**config.mk**
```make
export PLATFORM = sky130hd
export DESIGN_NAME = closest_pair_brute_force_flat
export DESIGN_NICKNAME = d
export VERILOG_FILES = /design/src/hw/rtl/cpbf_pkg.sv /design/src/hw/rtl/cpbf_if.sv /design/src/hw/rtl/closest_pair_brute_force.sv /design/src/hw/rtl/cpbf_point_mem.sv /design/src/hw/rtl/cpbf_isqrt.sv /design/src/flat_wrapper.sv
export SDC_FILE = /design/constraint.sdc
export NUM_CORES = 2
export LEC_CHECK = 0
export ABC_AREA = 0
export BUFFER_PORTS_ARGS = -buffer_cell sky130_fd_sc_hd__buf_2
export CAP_MARGIN = 20
export CORE_ASPECT_RATIO = 1.5
export CORE_MARGIN = 10
export CORE_UTILIZATION = 50
export DETAILED_ROUTE_END_ITERATION = 16
export GPL_ROUTABILITY_DRIVEN = 0
export GPL_TIMING_DRIVEN = 0
export PLACE_DENSITY = 0.66
export SKIP_CTS_REPAIR_TIMING = 1
export SLEW_MARGIN = 0
export SYNTH_ARGS = -nofsm -noshare
export SYNTH_HDL_FRONTEND = slang
export SYNTH_HIERARCHICAL = 1
export SYNTH_SLANG_ARGS = --single-unit
```
**constraint.sdc**
```tcl
create_clock -name clk -period 28.4 [get_ports clk]
set_input_delay 0 -clock clk [delete_from_list [all_inputs] [get_ports clk]]
set_output_delay 0 -clock clk [all_outputs]
set_load 0.05 [all_outputs]
```
**src/hw/rtl/cpbf_pkg.sv**
```systemverilog
// Package of the closest pair block: widths, reset constants and the point type.
// Depends on nothing; used by every module of the block.
`timescale 1ns / 1ps

package cpbf_pkg;

    localparam int NUM_POINTS_DEF = 8;
    localparam int COORD_W        = 32;
    localparam int IDX_OUT_W      = 3;
    localparam int SQ_W           = 2 * COORD_W;   // squared distance that can win
    localparam int ROOT_W         = COORD_W;

    // 2035000.0 in Q24.8
    localparam logic [COORD_W-1:0] LIMIT_RESET = 32'd520960000;

    typedef struct packed {
        logic signed [COORD_W-1:0] x;
        logic signed [COORD_W-1:0] y;
    } point_t;

endpackage

```
**src/hw/rtl/cpbf_if.sv**
```systemverilog
// Channel interfaces of the closest pair block: point input, result output, limit write.
// Depends on cpbf_pkg.
`timescale 1ns / 1ps

interface cpbf_point_if;
    import cpbf_pkg::*;

    logic                      valid;
    logic                      ready;
    logic signed [COORD_W-1:0] point_x;
    logic signed [COORD_W-1:0] point_y;

    modport source (output valid, output point_x, output point_y, input ready);
    modport sink   (input valid, input point_x, input point_y, output ready);
endinterface

interface cpbf_result_if;
    import cpbf_pkg::*;

    logic                        valid;
    logic                        ready;
    logic                        found;
    logic [IDX_OUT_W-1:0]        first_index;
    logic [IDX_OUT_W-1:0]        second_index;
    logic signed [COORD_W-1:0]   first_x;
    logic signed [COORD_W-1:0]   first_y;
    logic signed [COORD_W-1:0]   second_x;
    logic signed [COORD_W-1:0]   second_y;
    logic [COORD_W-1:0]          distance;

    modport source (output valid, output found, output first_index, output second_index,
                    output first_x, output first_y, output second_x, output second_y,
                    output distance, input ready);
    modport sink   (input valid, input found, input first_index, input second_index,
                    input first_x, input first_y, input second_x, input second_y,
                    input distance, output ready);
endinterface

interface cpbf_cfg_if;
    import cpbf_pkg::*;

    logic               valid;
    logic               ready;
    logic [COORD_W-1:0] distance_limit;

    modport source (output valid, output distance_limit, input ready);
    modport sink   (input valid, input distance_limit, output ready);
endinterface

```
**src/hw/rtl/closest_pair_brute_force.sv**
```systemverilog
// Closest pair of points, brute force. Takes NUM_POINTS points (signed Q24.8 x, y)
// one item per cycle into a point memory while loading; the item that completes a
// batch starts a search over every pair i < j in row order, keeping the first pair
// whose squared distance is strictly below both the squared limit and the best so
// far. One result item follows each batch. The search uses the single shared 32x32
// multiplier (limit squared, then dx^2 and dy^2 for each pair read from the memory's
// two read ports) and the floor square root unit that retires two radicand bits per
// cycle. Points of the next batch are not taken during the search, but they are
// taken while a finished result waits in the output register. Depends on cpbf_pkg,
// cpbf_if, cpbf_point_mem, cpbf_isqrt.
`timescale 1ns / 1ps

module closest_pair_brute_force #(
    parameter int NUM_POINTS = cpbf_pkg::NUM_POINTS_DEF
) (
    input  logic          clk,
    input  logic          rst_n,
    cpbf_cfg_if.sink      cfg,
    cpbf_point_if.sink    point_in,
    cpbf_result_if.source result_out
);
    import cpbf_pkg::*;

    localparam int IDX_W = (NUM_POINTS > 1) ? $clog2(NUM_POINTS) : 1;
    localparam int IXW   = (IDX_W > IDX_OUT_W) ? IDX_W : IDX_OUT_W;
    localparam logic [IDX_W-1:0] LAST_IDX = IDX_W'(NUM_POINTS - 1);
    localparam logic [IDX_W-1:0] LAST_I   = IDX_W'(NUM_POINTS - 2);

    // search sequencer
    localparam logic [3:0] ST_LOAD      = 4'd0;
    localparam logic [3:0] ST_LIM_MUL   = 4'd1;
    localparam logic [3:0] ST_LIM_SET   = 4'd2;
    localparam logic [3:0] ST_READ      = 4'd3;
    localparam logic [3:0] ST_DIFF      = 4'd4;
    localparam logic [3:0] ST_MUL_X     = 4'd5;
    localparam logic [3:0] ST_MUL_Y     = 4'd6;
    localparam logic [3:0] ST_CMP       = 4'd7;
    localparam logic [3:0] ST_SQRT_GO   = 4'd8;
    localparam logic [3:0] ST_SQRT_WAIT = 4'd9;

    logic [3:0]         state_reg,    state_next;
    logic [IDX_W-1:0]   load_cnt_reg, load_cnt_next;
    logic [IDX_W-1:0]   pi_reg,       pi_next;
    logic [IDX_W-1:0]   pj_reg,       pj_next;
    logic [IDX_W-1:0]   best_i_reg,   best_i_next;
    logic [IDX_W-1:0]   best_j_reg,   best_j_next;
    logic               found_reg,    found_next;
    logic [COORD_W-1:0] limit_reg,    limit_next;      // configured limit
    logic [COORD_W-1:0] lim_used_reg, lim_used_next;   // limit latched at batch end
    logic [SQ_W-1:0]    best_reg,     best_next;
    logic [COORD_W-1:0] dx_reg,       dx_next;
    logic [COORD_W-1:0] dy_reg,       dy_next;
    logic [SQ_W-1:0]    sqx_reg,      sqx_next;
    logic [SQ_W-1:0]    prod_reg;

    // output register
    logic                      out_valid_reg, out_valid_next;
    logic                      out_found_reg;
    logic [IDX_OUT_W-1:0]      out_fi_reg;
    logic [IDX_OUT_W-1:0]      out_si_reg;
    point_t                    out_fp_reg;
    point_t                    out_sp_reg;
    logic [COORD_W-1:0]        out_dist_reg;
    logic                      out_load;

    logic               in_fire;
    logic               cfg_fire;
    logic               out_free;
    logic [IDX_W-1:0]   rd_addr_a;
    logic [IDX_W-1:0]   rd_addr_b;
    point_t             rd_a;
    point_t             rd_b;
    point_t             wr_pt;
    logic [COORD_W-1:0] mul_a;
    logic [SQ_W-1:0]    prod_full;
    logic signed [COORD_W:0] dxs;
    logic signed [COORD_W:0] dys;
    logic [COORD_W:0]   dxm;
    logic [COORD_W:0]   dym;
    logic [SQ_W:0]      pair_sum;
    logic               better;
    logic               sqrt_start;
    logic               sqrt_done;
    logic [ROOT_W-1:0]  sqrt_root;
    logic [IXW-1:0]     bi_ext;
    logic [IXW-1:0]     bj_ext;

    assign cfg.ready      = 1'b1;
    assign cfg_fire       = cfg.valid;
    assign point_in.ready = (state_reg == ST_LOAD);
    assign in_fire        = point_in.valid && point_in.ready;
    assign out_free       = !out_valid_reg || result_out.ready;
    assign wr_pt          = '{x: point_in.point_x, y: point_in.point_y};

    // the result phase reads back the winning pair; otherwise the pair under test
    assign rd_addr_a = (state_reg == ST_SQRT_GO || state_reg == ST_SQRT_WAIT) ?
                       best_i_reg : pi_reg;
    assign rd_addr_b = (state_reg == ST_SQRT_GO || state_reg == ST_SQRT_WAIT) ?
                       best_j_reg : pj_reg;

    cpbf_point_mem #(
        .DEPTH (NUM_POINTS),
        .AW    (IDX_W)
    ) u_mem (
        .clk       (clk),
        .wr_en     (in_fire),
        .wr_addr   (load_cnt_reg),
        .wr_data   (wr_pt),
        .rd_addr_a (rd_addr_a),
        .rd_addr_b (rd_addr_b),
        .rd_data_a (rd_a),
        .rd_data_b (rd_b)
    );

    assign sqrt_start = (state_reg == ST_SQRT_GO);

    cpbf_isqrt u_isqrt (
        .clk   (clk),
        .rst_n (rst_n),
        .start (sqrt_start),
        .value (best_reg),
        .done  (sqrt_done),
        .root  (sqrt_root)
    );

    // one shared squarer: limit, then dx, then dy
    always_comb
    begin
        unique case (state_reg)
            ST_LIM_MUL: mul_a = lim_used_reg;
            ST_MUL_X:   mul_a = dx_reg;
            default:    mul_a = dy_reg;
        endcase
    end
    assign prod_full = {{COORD_W{1'b0}}, mul_a} * {{COORD_W{1'b0}}, mul_a};

    // absolute differences; magnitude always fits 32 bits
    assign dxs = {rd_a.x[COORD_W-1], rd_a.x} - {rd_b.x[COORD_W-1], rd_b.x};
    assign dys = {rd_a.y[COORD_W-1], rd_a.y} - {rd_b.y[COORD_W-1], rd_b.y};
    assign dxm = dxs[COORD_W] ? (COORD_W+1)'(-dxs) : dxs;
    assign dym = dys[COORD_W] ? (COORD_W+1)'(-dys) : dys;

    // a sum that reaches 2^64 never beats the best, which stays below 2^64
    assign pair_sum = {1'b0, sqx_reg} + {1'b0, prod_reg};
    assign better   = pair_sum < {1'b0, best_reg};

    assign out_load = (state_reg == ST_SQRT_WAIT) && sqrt_done && out_free;

    always_comb
    begin
        state_next    = state_reg;
        load_cnt_next = load_cnt_reg;
        pi_next       = pi_reg;
        pj_next       = pj_reg;
        best_i_next   = best_i_reg;
        best_j_next   = best_j_reg;
        found_next    = found_reg;
        limit_next    = cfg_fire ? cfg.distance_limit : limit_reg;
        lim_used_next = lim_used_reg;
        best_next     = best_reg;
        dx_next       = dx_reg;
        dy_next       = dy_reg;
        sqx_next      = sqx_reg;

        unique case (state_reg)
            ST_LOAD:
            begin
                if (in_fire)
                begin
                    if (load_cnt_reg == LAST_IDX)
                    begin
                        load_cnt_next = '0;
                        lim_used_next = limit_reg;
                        found_next    = 1'b0;
                        best_i_next   = '0;
                        best_j_next   = '0;
                        pi_next       = '0;
                        pj_next       = IDX_W'(1);
                        state_next    = ST_LIM_MUL;
                    end
                    else
                    begin
                        load_cnt_next = load_cnt_reg + 1'b1;
                    end
                end
            end
            ST_LIM_MUL:
            begin
                state_next = ST_LIM_SET;
            end
            ST_LIM_SET:
            begin
                best_next  = prod_reg;
                state_next = ST_READ;
            end
            ST_READ:
            begin
                state_next = ST_DIFF;
            end
            ST_DIFF:
            begin
                dx_next    = dxm[COORD_W-1:0];
                dy_next    = dym[COORD_W-1:0];
                state_next = ST_MUL_X;
            end
            ST_MUL_X:
            begin
                state_next = ST_MUL_Y;
            end
            ST_MUL_Y:
            begin
                sqx_next   = prod_reg;
                state_next = ST_CMP;
            end
            ST_CMP:
            begin
                if (better)
                begin
                    best_next   = pair_sum[SQ_W-1:0];
                    best_i_next = pi_reg;
                    best_j_next = pj_reg;
                    found_next  = 1'b1;
                end
                if (pj_reg == LAST_IDX)
                begin
                    if (pi_reg == LAST_I)
                    begin
                        state_next = ST_SQRT_GO;
                    end
                    else
                    begin
                        pi_next    = pi_reg + 1'b1;
                        pj_next    = pi_reg + IDX_W'(2);
                        state_next = ST_READ;
                    end
                end
                else
                begin
                    pj_next    = pj_reg + 1'b1;
                    state_next = ST_READ;
                end
            end
            ST_SQRT_GO:
            begin
                state_next = ST_SQRT_WAIT;
            end
            ST_SQRT_WAIT:
            begin
                if (out_load)
                begin
                    state_next = ST_LOAD;
                end
            end
            default:
            begin
                state_next = ST_LOAD;
            end
        endcase
    end

    always_comb
    begin
        out_valid_next = out_valid_reg;
        if (out_load)
        begin
            out_valid_next = 1'b1;
        end
        else if (result_out.ready)
        begin
            out_valid_next = 1'b0;
        end
    end

    always_ff @(posedge clk or negedge rst_n)
    begin
        if (!rst_n)
        begin
            state_reg     <= ST_LOAD;
            load_cnt_reg  <= '0;
            pi_reg        <= '0;
            pj_reg        <= '0;
            best_i_reg    <= '0;
            best_j_reg    <= '0;
            found_reg     <= 1'b0;
            limit_reg     <= LIMIT_RESET;
            lim_used_reg  <= LIMIT_RESET;
            out_valid_reg <= 1'b0;
        end
        else
        begin
            state_reg     <= state_next;
            load_cnt_reg  <= load_cnt_next;
            pi_reg        <= pi_next;
            pj_reg        <= pj_next;
            best_i_reg    <= best_i_next;
            best_j_reg    <= best_j_next;
            found_reg     <= found_next;
            limit_reg     <= limit_next;
            lim_used_reg  <= lim_used_next;
            out_valid_reg <= out_valid_next;
        end
    end

    // datapath, no reset needed
    always_ff @(posedge clk)
    begin
        best_reg <= best_next;
        dx_reg   <= dx_next;
        dy_reg   <= dy_next;
        sqx_reg  <= sqx_next;
        prod_reg <= prod_full;
    end

    // indices are reported modulo 8
    assign bi_ext = IXW'(best_i_reg);
    assign bj_ext = IXW'(best_j_reg);

    always_ff @(posedge clk)
    begin
        if (out_load)
        begin
            out_found_reg <= found_reg;
            if (found_reg)
            begin
                out_fi_reg   <= bi_ext[IDX_OUT_W-1:0];
                out_si_reg   <= bj_ext[IDX_OUT_W-1:0];
                out_fp_reg   <= rd_a;
                out_sp_reg   <= rd_b;
                out_dist_reg <= sqrt_root;
            end
            else
            begin
                out_fi_reg   <= '0;
                out_si_reg   <= '0;
                out_fp_reg   <= '0;
                out_sp_reg   <= '0;
                out_dist_reg <= lim_used_reg;
            end
        end
    end

    assign result_out.valid        = out_valid_reg;
    assign result_out.found        = out_found_reg;
    assign result_out.first_index  = out_fi_reg;
    assign result_out.second_index = out_si_reg;
    assign result_out.first_x      = out_fp_reg.x;
    assign result_out.first_y      = out_fp_reg.y;
    assign result_out.second_x     = out_sp_reg.x;
    assign result_out.second_y     = out_sp_reg.y;
    assign result_out.distance     = out_dist_reg;

endmodule

```
**src/hw/rtl/cpbf_point_mem.sv**
```systemverilog
// Point store: one write port, two registered read ports.
// Depends on cpbf_pkg.
`timescale 1ns / 1ps

module cpbf_point_mem #(
    parameter int DEPTH = cpbf_pkg::NUM_POINTS_DEF,
    parameter int AW    = (DEPTH > 1) ? $clog2(DEPTH) : 1
) (
    input  logic                 clk,
    input  logic                 wr_en,
    input  logic [AW-1:0]        wr_addr,
    input  cpbf_pkg::point_t     wr_data,
    input  logic [AW-1:0]        rd_addr_a,
    input  logic [AW-1:0]        rd_addr_b,
    output cpbf_pkg::point_t     rd_data_a,
    output cpbf_pkg::point_t     rd_data_b
);
    import cpbf_pkg::*;

    point_t mem [DEPTH];
    point_t rd_a_reg;
    point_t rd_b_reg;

    always_ff @(posedge clk)
    begin
        if (wr_en)
        begin
            mem[wr_addr] <= wr_data;
        end
    end

    always_ff @(posedge clk)
    begin
        rd_a_reg <= mem[rd_addr_a];
        rd_b_reg <= mem[rd_addr_b];
    end

    assign rd_data_a = rd_a_reg;
    assign rd_data_b = rd_b_reg;

endmodule

```
**src/hw/rtl/cpbf_isqrt.sv**
```systemverilog
// Iterative floor square root, two radicand bits per cycle.
// Depends on cpbf_pkg.
`timescale 1ns / 1ps

module cpbf_isqrt (
    input  logic                        clk,
    input  logic                        rst_n,
    input  logic                        start,
    input  logic [cpbf_pkg::SQ_W-1:0]   value,
    output logic                        done,
    output logic [cpbf_pkg::ROOT_W-1:0] root
);
    import cpbf_pkg::*;

    localparam int STEP_W = $clog2(ROOT_W);
    localparam int REM_W  = ROOT_W + 2;

    logic              busy_reg,  busy_next;
    logic              done_reg,  done_next;
    logic [STEP_W-1:0] step_reg,  step_next;
    logic [SQ_W-1:0]   val_reg,   val_next;
    logic [REM_W-1:0]  rem_reg,   rem_next;
    logic [ROOT_W-1:0] root_reg,  root_next;

    logic [REM_W+1:0]  rem_sh;
    logic [REM_W+1:0]  trial;
    logic [REM_W+1:0]  rem_sub;

    always_comb
    begin
        rem_sh  = {rem_reg, val_reg[SQ_W-1 -: 2]};
        trial   = {2'b00, root_reg, 2'b01};
        rem_sub = rem_sh - trial;

        busy_next = busy_reg;
        done_next = done_reg;
        step_next = step_reg;
        val_next  = val_reg;
        rem_next  = rem_reg;
        root_next = root_reg;

        if (start)
        begin
            busy_next = 1'b1;
            done_next = 1'b0;
            step_next = '0;
            val_next  = value;
            rem_next  = '0;
            root_next = '0;
        end
        else if (busy_reg)
        begin
            val_next = {val_reg[SQ_W-3:0], 2'b00};
            if (rem_sh >= trial)
            begin
                rem_next  = rem_sub[REM_W-1:0];
                root_next = {root_reg[ROOT_W-2:0], 1'b1};
            end
            else
            begin
                rem_next  = rem_sh[REM_W-1:0];
                root_next = {root_reg[ROOT_W-2:0], 1'b0};
            end
            step_next = step_reg + 1'b1;
            if (step_reg == STEP_W'(ROOT_W - 1))
            begin
                busy_next = 1'b0;
                done_next = 1'b1;
            end
        end
    end

    always_ff @(posedge clk or negedge rst_n)
    begin
        if (!rst_n)
        begin
            busy_reg <= 1'b0;
            done_reg <= 1'b0;
            step_reg <= '0;
        end
        else
        begin
            busy_reg <= busy_next;
            done_reg <= done_next;
            step_reg <= step_next;
        end
    end

    always_ff @(posedge clk)
    begin
        val_reg  <= val_next;
        rem_reg  <= rem_next;
        root_reg <= root_next;
    end

    assign done = done_reg;
    assign root = root_reg;

endmodule

```
**src/flat_wrapper.sv**
```systemverilog
// flat-port wrapper written by rule: the top's interface ports become plain ports
module closest_pair_brute_force_flat import cpbf_pkg::*;
#(
    parameter int NUM_POINTS = cpbf_pkg::NUM_POINTS_DEF
)
  (clk, rst_n, cfg_valid, cfg_distance_limit, cfg_ready, point_in_valid, point_in_point_x, point_in_point_y, point_in_ready, result_out_valid, result_out_found, result_out_first_index, result_out_second_index, result_out_first_x, result_out_first_y, result_out_second_x, result_out_second_y, result_out_distance, result_out_ready);
  cpbf_cfg_if cfg_i ();
  cpbf_point_if point_in_i ();
  cpbf_result_if result_out_i ();
  input  logic clk;
  input  logic rst_n;
  input wire logic [$bits(cfg_i.valid)-1:0] cfg_valid;
  input wire logic [$bits(cfg_i.distance_limit)-1:0] cfg_distance_limit;
  output wire logic [$bits(cfg_i.ready)-1:0] cfg_ready;
  input wire logic [$bits(point_in_i.valid)-1:0] point_in_valid;
  input wire logic [$bits(point_in_i.point_x)-1:0] point_in_point_x;
  input wire logic [$bits(point_in_i.point_y)-1:0] point_in_point_y;
  output wire logic [$bits(point_in_i.ready)-1:0] point_in_ready;
  output wire logic [$bits(result_out_i.valid)-1:0] result_out_valid;
  output wire logic [$bits(result_out_i.found)-1:0] result_out_found;
  output wire logic [$bits(result_out_i.first_index)-1:0] result_out_first_index;
  output wire logic [$bits(result_out_i.second_index)-1:0] result_out_second_index;
  output wire logic [$bits(result_out_i.first_x)-1:0] result_out_first_x;
  output wire logic [$bits(result_out_i.first_y)-1:0] result_out_first_y;
  output wire logic [$bits(result_out_i.second_x)-1:0] result_out_second_x;
  output wire logic [$bits(result_out_i.second_y)-1:0] result_out_second_y;
  output wire logic [$bits(result_out_i.distance)-1:0] result_out_distance;
  input wire logic [$bits(result_out_i.ready)-1:0] result_out_ready;
  assign cfg_i.valid = cfg_valid;
  assign cfg_i.distance_limit = cfg_distance_limit;
  assign cfg_ready = cfg_i.ready;
  assign point_in_i.valid = point_in_valid;
  assign point_in_i.point_x = point_in_point_x;
  assign point_in_i.point_y = point_in_point_y;
  assign point_in_ready = point_in_i.ready;
  assign result_out_valid = result_out_i.valid;
  assign result_out_found = result_out_i.found;
  assign result_out_first_index = result_out_i.first_index;
  assign result_out_second_index = result_out_i.second_index;
  assign result_out_first_x = result_out_i.first_x;
  assign result_out_first_y = result_out_i.first_y;
  assign result_out_second_x = result_out_i.second_x;
  assign result_out_second_y = result_out_i.second_y;
  assign result_out_distance = result_out_i.distance;
  assign result_out_i.ready = result_out_ready;
  closest_pair_brute_force #(.NUM_POINTS(NUM_POINTS)) u_core (.clk(clk), .rst_n(rst_n), .cfg(cfg_i), .point_in(point_in_i), .result_out(result_out_i));
endmodule
```
-- Word-level counts from Yosys, hierarchy flattened
Memory sizes are Yosys's and may differ from the RTL's. A register that Yosys moved wholly into a read port is not among the register bits.
Cells that the tools add are included.
- shifts and indexed selects: 0
- $lt $le $gt $ge: 2
- equal/unequal tests: 20
- bitwise gates (word level): 0
- divide/modulo/power cells: 0
- $mul: 1
- reductions and logical operators: 20
- multiplexer cells: 49
- add/subtract/negate cells: 11
- operators with widths (operator ; count):
    64-bit two-way mux ; 3
    64-bit case mux with 2 select lines ; 1
    32-bit two-way mux ; 3
    32-bit by 32-bit subtractor with 33-bit output ; 2
    64-bit by 64-bit adder with 65-bit output ; 1
    65-bit by 64-bit less-than comparator with 1-bit output ; 1
    32-bit by 32-bit multiplier with 64-bit output ; 1
    32-bit negation ; 2
    32-bit case mux with 2 select lines ; 1
    4-bit case mux with 10 select lines ; 1
    3-bit two-way mux ; 13
    36-bit by 34-bit greater-or-equal comparator with 1-bit output ; 1
    34-bit two-way mux ; 1
    34-bit subtractor ; 1
    3-bit case mux with 2 select lines ; 4
    4-bit two-way mux ; 5
    4-bit by 3-bit == test with 1-bit output (second input constant) ; 4
    1-bit two-way mux ; 14
    5-bit two-way mux ; 2
    2-bit nonzero test ; 5
    3-bit by 1-bit adder with 3-bit output (second input constant) ; 3
    3-bit == test (second input constant) ; 3
    4-bit by 2-bit == test with 1-bit output (second input constant) ; 2
    4-bit == test (second input constant) ; 2
    16 further kinds ; 27
- ROM bits: 0
- latch bits: 0
- memories kept: 1
- bits in writable memories: 512
- word-level logic and storage cells: 133
- bits in registers: 645
- bits of input ports: 101
- output and inout bits: 170
- memories (name ; depth ; bits a word ; read ports ; clocked after Yosys merged registers in ; write ports ; line ; source):
    u_core.u_mem.mem ; 8 ; 64 ; 2 ; 2 ; 1 ; cpbf_point_mem.sv:20 ; point_t mem [DEPTH];

-- Longest topological paths before layout
- word-level depth: 5
- depth in mapped cells: 39

-- Hierarchy
The synthesis kept the hierarchy.
- by module, submodules not included (module ; area an instance (um^2) ; instances ; cells each ; seq. area each (um^2)):
    closest_pair_brute_force ; 57552.7 ; 1 ; 5884 ; 14166.1
    cpbf_point_mem ; 25660.9 ; 1 ; 1107 ; 17937.2
    cpbf_isqrt ; 7691.1 ; 1 ; 756 ; 3418.3

-- Worst setup path before layout
OpenSTA, ideal clock, no wires.
- path kind: reg-to-reg
- start: register u_core.state_reg[2]
- end: register u_core.out_dist_reg[0] (netlist: u_core/result_out.distance[0]), enable pin
- setup time: 0.753 ns
- slack: 18.030 ns
- stages on the path, launching flop included: 6
- arrival time: 9.617 ns
- clock period less this slack: 10.370 ns
- cells stage by stage: dfrtp_1 > clkbuf_1 > buf_1 > nor3_1 > nand3_1 > a21oi_1
- cells in the longest elaborated chain, start to end: 3
- ends and longest elaborated chain (item ; line ; source):
    from (decl) ; closest_pair_brute_force.sv:41 ; logic [3:0] state_reg, state_next;
    from (signal assigned) ; closest_pair_brute_force.sv:291 ; state_reg <= state_next;
    4-bit == test ; closest_pair_brute_force.sv:147 ; assign out_load = (state_reg == ST_SQRT_WAIT) && sqrt_done && out_free;
    1-bit logical AND (2 in a row) ; closest_pair_brute_force.sv:147 ;
    via u_core.out_load ; closest_pair_brute_force.sv:64 ; logic out_load;
    to (signal assigned) ; closest_pair_brute_force.sv:329 ; out_dist_reg <= sqrt_root;
    to (signal assigned) ; closest_pair_brute_force.sv:337 ; out_dist_reg <= lim_used_reg;
    to (decl) ; closest_pair_brute_force.sv:63 ; logic [COORD_W-1:0] out_dist_reg;
The timed path passes the listed nets, and every way through them passes these cells.
A chain may end at the register's enable or synchronous reset.

-- Worst setup path after layout
- start: register u_core.state_reg[2]
- end: register u_core.prod_reg[61]
- cells in the longest elaborated chain, start to end: 3
- elaborated cells on any way between the ends: 4
- those cells by class: 1 x mul; 2 x eq/ne; 1 x mux
- ends and longest elaborated chain (item ; line ; source):
    4-bit by 3-bit == test with 1-bit output or 4-bit by 1-bit == test with 1-bit output (tied branches) ; closest_pair_brute_force.sv:129 ; unique case (state_reg)
    32-bit case mux with 2 select lines * ; closest_pair_brute_force.sv:129 ;
    32-bit by 32-bit multiplier with 64-bit output * ; closest_pair_brute_force.sv:135 ; assign prod_full = {{COORD_W{1'b0}}, mul_a} * {{COORD_W{1'b0}}, mul_a};
    via u_core.prod_full[61] ; closest_pair_brute_force.sv:75 ; logic [SQ_W-1:0] prod_full;
    to (signal assigned) ; closest_pair_brute_force.sv:311 ; prod_reg <= prod_full;
    to (decl) ; closest_pair_brute_force.sv:54 ; logic [SQ_W-1:0] prod_reg;
The timed path passes the listed nets; every way through them passes the cells marked *.

==> results by stage <==
Critical path:
- The most numerous cell type found on the critical path is sky130_fd_sc_hd__fa_1.
- The termination of the worst setup path is u_core/prod_reg[61].
- The number of cells on the worst reg-to-reg path is 33.
- For this run, the slowest stage of the critical path takes 1.01 ns.
- The worst endpoint data arrival time is 14.37 ns.
- On the critical path, the stage with the largest delay is an instance of sky130_fd_sc_hd__clkinv_1.
- The worst reg2reg path startpoint is u_core/state_reg[2].
- The worst setup path is captured at a flop.
- The worst setup path is of the flop to flop kind.
- For flop-to-flop paths, the worst setup slack is 14.68 ns.
- In this run the critical register-to-register path is captured at u_core/prod_reg[61].
- The required time at the worst-slack endpoint is 29.05 ns.
- The worst setup path is launched from a flop.
- The highest fanout seen on the critical path is 10.
- The critical path starts at u_core/state_reg[2].

Min path:
- The number of cells traversed by the worst hold path is 2.
- The class of the tightest hold or removal check is input pin to flop.

Synth:
- The average instance in the mapped netlist occupies 11.7 um^2.
- The number of register bits inferred by synthesis is 1,283.
- The proportion of synthesized chip area in sequential cells is 0.391.
- The synthesized instance count is 7,747.
- The post-synthesis cell type count is 101.
- The net count after synthesis is 9,175.
- Counting flops with a built-in enable in the synthesized netlist gives 934.
- By area the synthesized netlist is led by sky130_fd_sc_hd__edfxtp_1, sky130_fd_sc_hd__fa_1, sky130_fd_sc_hd__ha_1, sky130_fd_sc_hd__mux4_2, sky130_fd_sc_hd__dfxtp_1.
- The most used flip-flop cell after synthesis is sky130_fd_sc_hd__edfxtp_1.
- Of the post-synthesis cell area, the dominant cell type holds 0.309.
- For this run, asynchronously set or reset flops after synthesis account for 0.0717.
- The library cell with the largest summed area after synthesis is sky130_fd_sc_hd__edfxtp_1.
- Summing every instance area after synthesis gives 90,900 um^2.
- The Yosys step of the flow raised 6 warnings.

STA:
- After routing, the total negative slack on setup checks comes to 0 ns.
- The fmax is 72.9 MHz.
- Setup repair after global routing left no endpoint under its margin.
- The final hold violation count was 0.
- The number of pins exceeding their max-slew limit in the final report was 0.
- Setup violations remaining at the end of the flow were counted as 0.
- The worst path needs 13.72 ns of the cycle, external delays included.
- Dividing the final minimum period by the clock period gives 0.483.
- The measured slew at the worst slew-check pin is 1.33 ns.
- The post-route clock skew is 0.0869 ns.
- The worst max-slew margin expressed relative to the limit is 0.116.

GRT:
- The total global-route track usage is 0.280.
- The via count of the first global-routing pass is 67,000.
- The global-route wire length before repair is 418 mm.
- The pin count of the biggest net entering global routing is 71.
- The number of antenna violations at the first check in global routing is 30.
- After global routing the overflow that remains totals 0.

Route:
- The number of design-rule violations left by the first detailed-router iteration is 5,331.
- The top metal layer carrying routed signals is met5.
- The total length of routed wires is 284 mm.
- The sum of routed wire segments on met1 is 96.5 mm.
- Before antenna repair, the detailed router went through 8 iterations.
- The met3 wire length is 23.4 mm.
- The length of routed met2 wiring is 141 mm.
- The average routed wire per standard cell is 26.2 um.
- The final route contains 63,300 vias.
- The post-route antenna net violation count is 0.
- In the routed design, unresolved DRC markers number 0.
- The mean number of vias per cell is 5.84.

Cells and area:
- The largest register by flop count is u_core/u_mem/mem.
- Leaving out fill and tap cells, the most frequent cell in the layout is sky130_fd_sc_hd__inv_1.
- The library cells used most frequently in the layout, excluding fill and tap cells, are sky130_fd_sc_hd__inv_1, sky130_fd_sc_hd__edfxtp_1, sky130_fd_sc_hd__fa_1, sky130_fd_sc_hd__nand2_1, sky130_fd_sc_hd__ha_1.
- The layout cell share with drive strength beyond 1 is 0.148.
- The area growth from synthesis to layout is 12.2%.
- Summing all non-filler instances in the final layout gives an area of 102,000 um^2.
- After filler insertion, the fill cell instance count of the layout stands at 15,100.
- The net count of the finished layout is 9,743.
- The number of flip-flops in the largest register is 512.

Placed design:
- The half-perimeter wire length of the detailed placement result is 222 mm.
- Once placement finished, the instance area stood at 96,400 um^2.
- During placement, the flow inserted port buffers numbering 268.

Power:
- The power density over the cells is 37.4 nW/um^2.
- The post-layout total power is 0.00382 W.
- The leakage component of the power is 43.8 nW.
- The maximum vdd ir drop is 0.0589 mV.

Clock network:
- The clock tree buffer depth is 3.
- TritonCTS built the clock tree.
- CTS saw 1,283 sinks.
- The register clock-pin slew on the reported worst setup and hold paths is 0.06 ns.
- The tree is rooted in a sky130_fd_sc_hd__clkbuf_16.
- The deepest level of the CTS H-tree is 3.
- At the later pin of the worst-skew pair, clock insertion delay measures 0.81 ns.
- Clock tree synthesis inserted a total of 120 buffers.

Die:
- The starting utilization of the core area is 0.503.
- The region available for standard cell placement spans 181,000 um^2.
- The floorplan die area is 200,000 um^2.
- The die is 368 um wide.
- In this run the core area contains 191 standard-cell rows.
- During I/O placement, the number of pins put on the boundary was 271.
- The overall die height is 542 um.

Status:
- The flow ran to the end, and the final reports show no timing, DRC or antenna violations.

Run:
- The tool flagged a number of max-cap violations equal to 0.
[kinds of logic (layout without fill, tap and decap cells)]
family | count (synthesis) | count (layout) | synth area share
DFF | 1283 | 1283 | 0.391
and+or+nand+nor | 1688 | 1688 | 0.0851
xor gates and xnor gates | 284 | 284 | 0.0274
muxes | 651 | 651 | 0.111
AOI/OAI and AO/OA | 983 | 983 | 0.0711
adders and majority gates | 1327 | 1327 | 0.249
buffers and inverters | 1530 | 2206 | 0.0658
other | 1 | 17 | 0.0000413
[through the flow]
stage | std cells | worst slack (ns) | util | hold WS (ns)
2_1_floorplan | 7747 | 18.03 | - | -0.296
5_1_grt | 10800 | 14.61 | 0.564 | 0.00114
6_report | 10900 | 14.68 | 0.565 | 0.00225
3_5_place_dp | 10500 | 15.28 | 0.533 | -0.0762
4_1_cts | 10700 | 15.12 | 0.558 | -0.949
3_3_place_gp | 10400 | 12.75 | 0.527 | 0.236
[worst max-delay path, delay by kind of cell (launching register included)]
| family | cells | cell delay (ns) |
|---|---|---|
| AOI/OAI and AO/OA | 11 | 4.58 |
| adders and majority gates | 9 | 4.18 |
| buffers and inverters | 9 | 3.15 |
| muxes | 1 | 0.45 |
| xor gates and xnor gates | 2 | 0.44 |
| and+or+nand+nor | 1 | 0.42 |
| DFF | 1 | 0.32 |
[where the power goes]
part / internal (W) / leakage (nW) / switching [W]
Combinational: 0.0000198 / 30.3 / 0.0000223
Clock: 0.00101 / 2.13 / 0.000762
Sequential: 0.00200 / 11.4 / 0.00000248
[cell usage after synthesis (32+ instances only)]
library cell	instances
sky130_fd_sc_hd__fa_1	801
sky130_fd_sc_hd__nor2_1	532
sky130_fd_sc_hd__a211oi_1	39
sky130_fd_sc_hd__clkbuf_1	216
sky130_fd_sc_hd__and3_1	39
sky130_fd_sc_hd__xor2_1	102
sky130_fd_sc_hd__xnor2_1	182
sky130_fd_sc_hd__o21a_1	32
sky130_fd_sc_hd__mux4_2	256
sky130_fd_sc_hd__nor3_1	68
sky130_fd_sc_hd__a21oi_1	301
sky130_fd_sc_hd__nand2_1	601
sky130_fd_sc_hd__mux2i_1	90
sky130_fd_sc_hd__ha_1	526
sky130_fd_sc_hd__mux2_2	304
sky130_fd_sc_hd__o21bai_1	43
sky130_fd_sc_hd__o21ai_0	153
sky130_fd_sc_hd__buf_1	60
sky130_fd_sc_hd__dfxtp_1	257
sky130_fd_sc_hd__nor2b_1	36
sky130_fd_sc_hd__nand2b_1	38
sky130_fd_sc_hd__nand3_1	59
sky130_fd_sc_hd__inv_1	1186
sky130_fd_sc_hd__a31oi_1	39
sky130_fd_sc_hd__and2_1	158
sky130_fd_sc_hd__a21o_1	180
sky130_fd_sc_hd__dfrtp_1	70
sky130_fd_sc_hd__nand4_1	56
sky130_fd_sc_hd__edfxtp_1	934
[routing by layer]
metal	global-route usage	up-vias
met5	0	-
met4	0.187	26
met3	0.0652	957
met2	0.486	3025
met1	0.304	31700
li1	-	27600
[how the worst min path moves through the flow]
stage                           start                          to
3_3_place_gp    cfg_distance_limit[8]         u_core/limit_reg[8]
6_report         point_in_point_x[29]     u_core/u_mem/mem[1][61]
2_1_floorplan                   rst_n        u_core/best_i_reg[0]
3_5_place_dp                    rst_n        u_core/limit_reg[29]
5_1_grt        cfg_distance_limit[23]        u_core/limit_reg[23]
4_1_cts                         rst_n  u_core/u_isqrt/step_reg[1]
[area by class of cell]
| class | instances | area [um^2] | share of cell area |
|---|---|---|---|
| antenna | 16 | 40.0 | 0.000393 |
| buffer | 332 | 1480 | 0.0145 |
| inverter | 1198 | 4500 | 0.0441 |
| clock buffer | 151 | 3300 | 0.0324 |
| timing repair buffer | 446 | 3560 | 0.0349 |
| tap | 2412 | 3020 | 0.0296 |
| sequential | 1283 | 35500 | 0.348 |
| clock inverter | 79 | 1060 | 0.0104 |
| multi-input combinational | 4934 | 49500 | 0.485 |
Note: power is estimated with default switching activity, not from simulation.
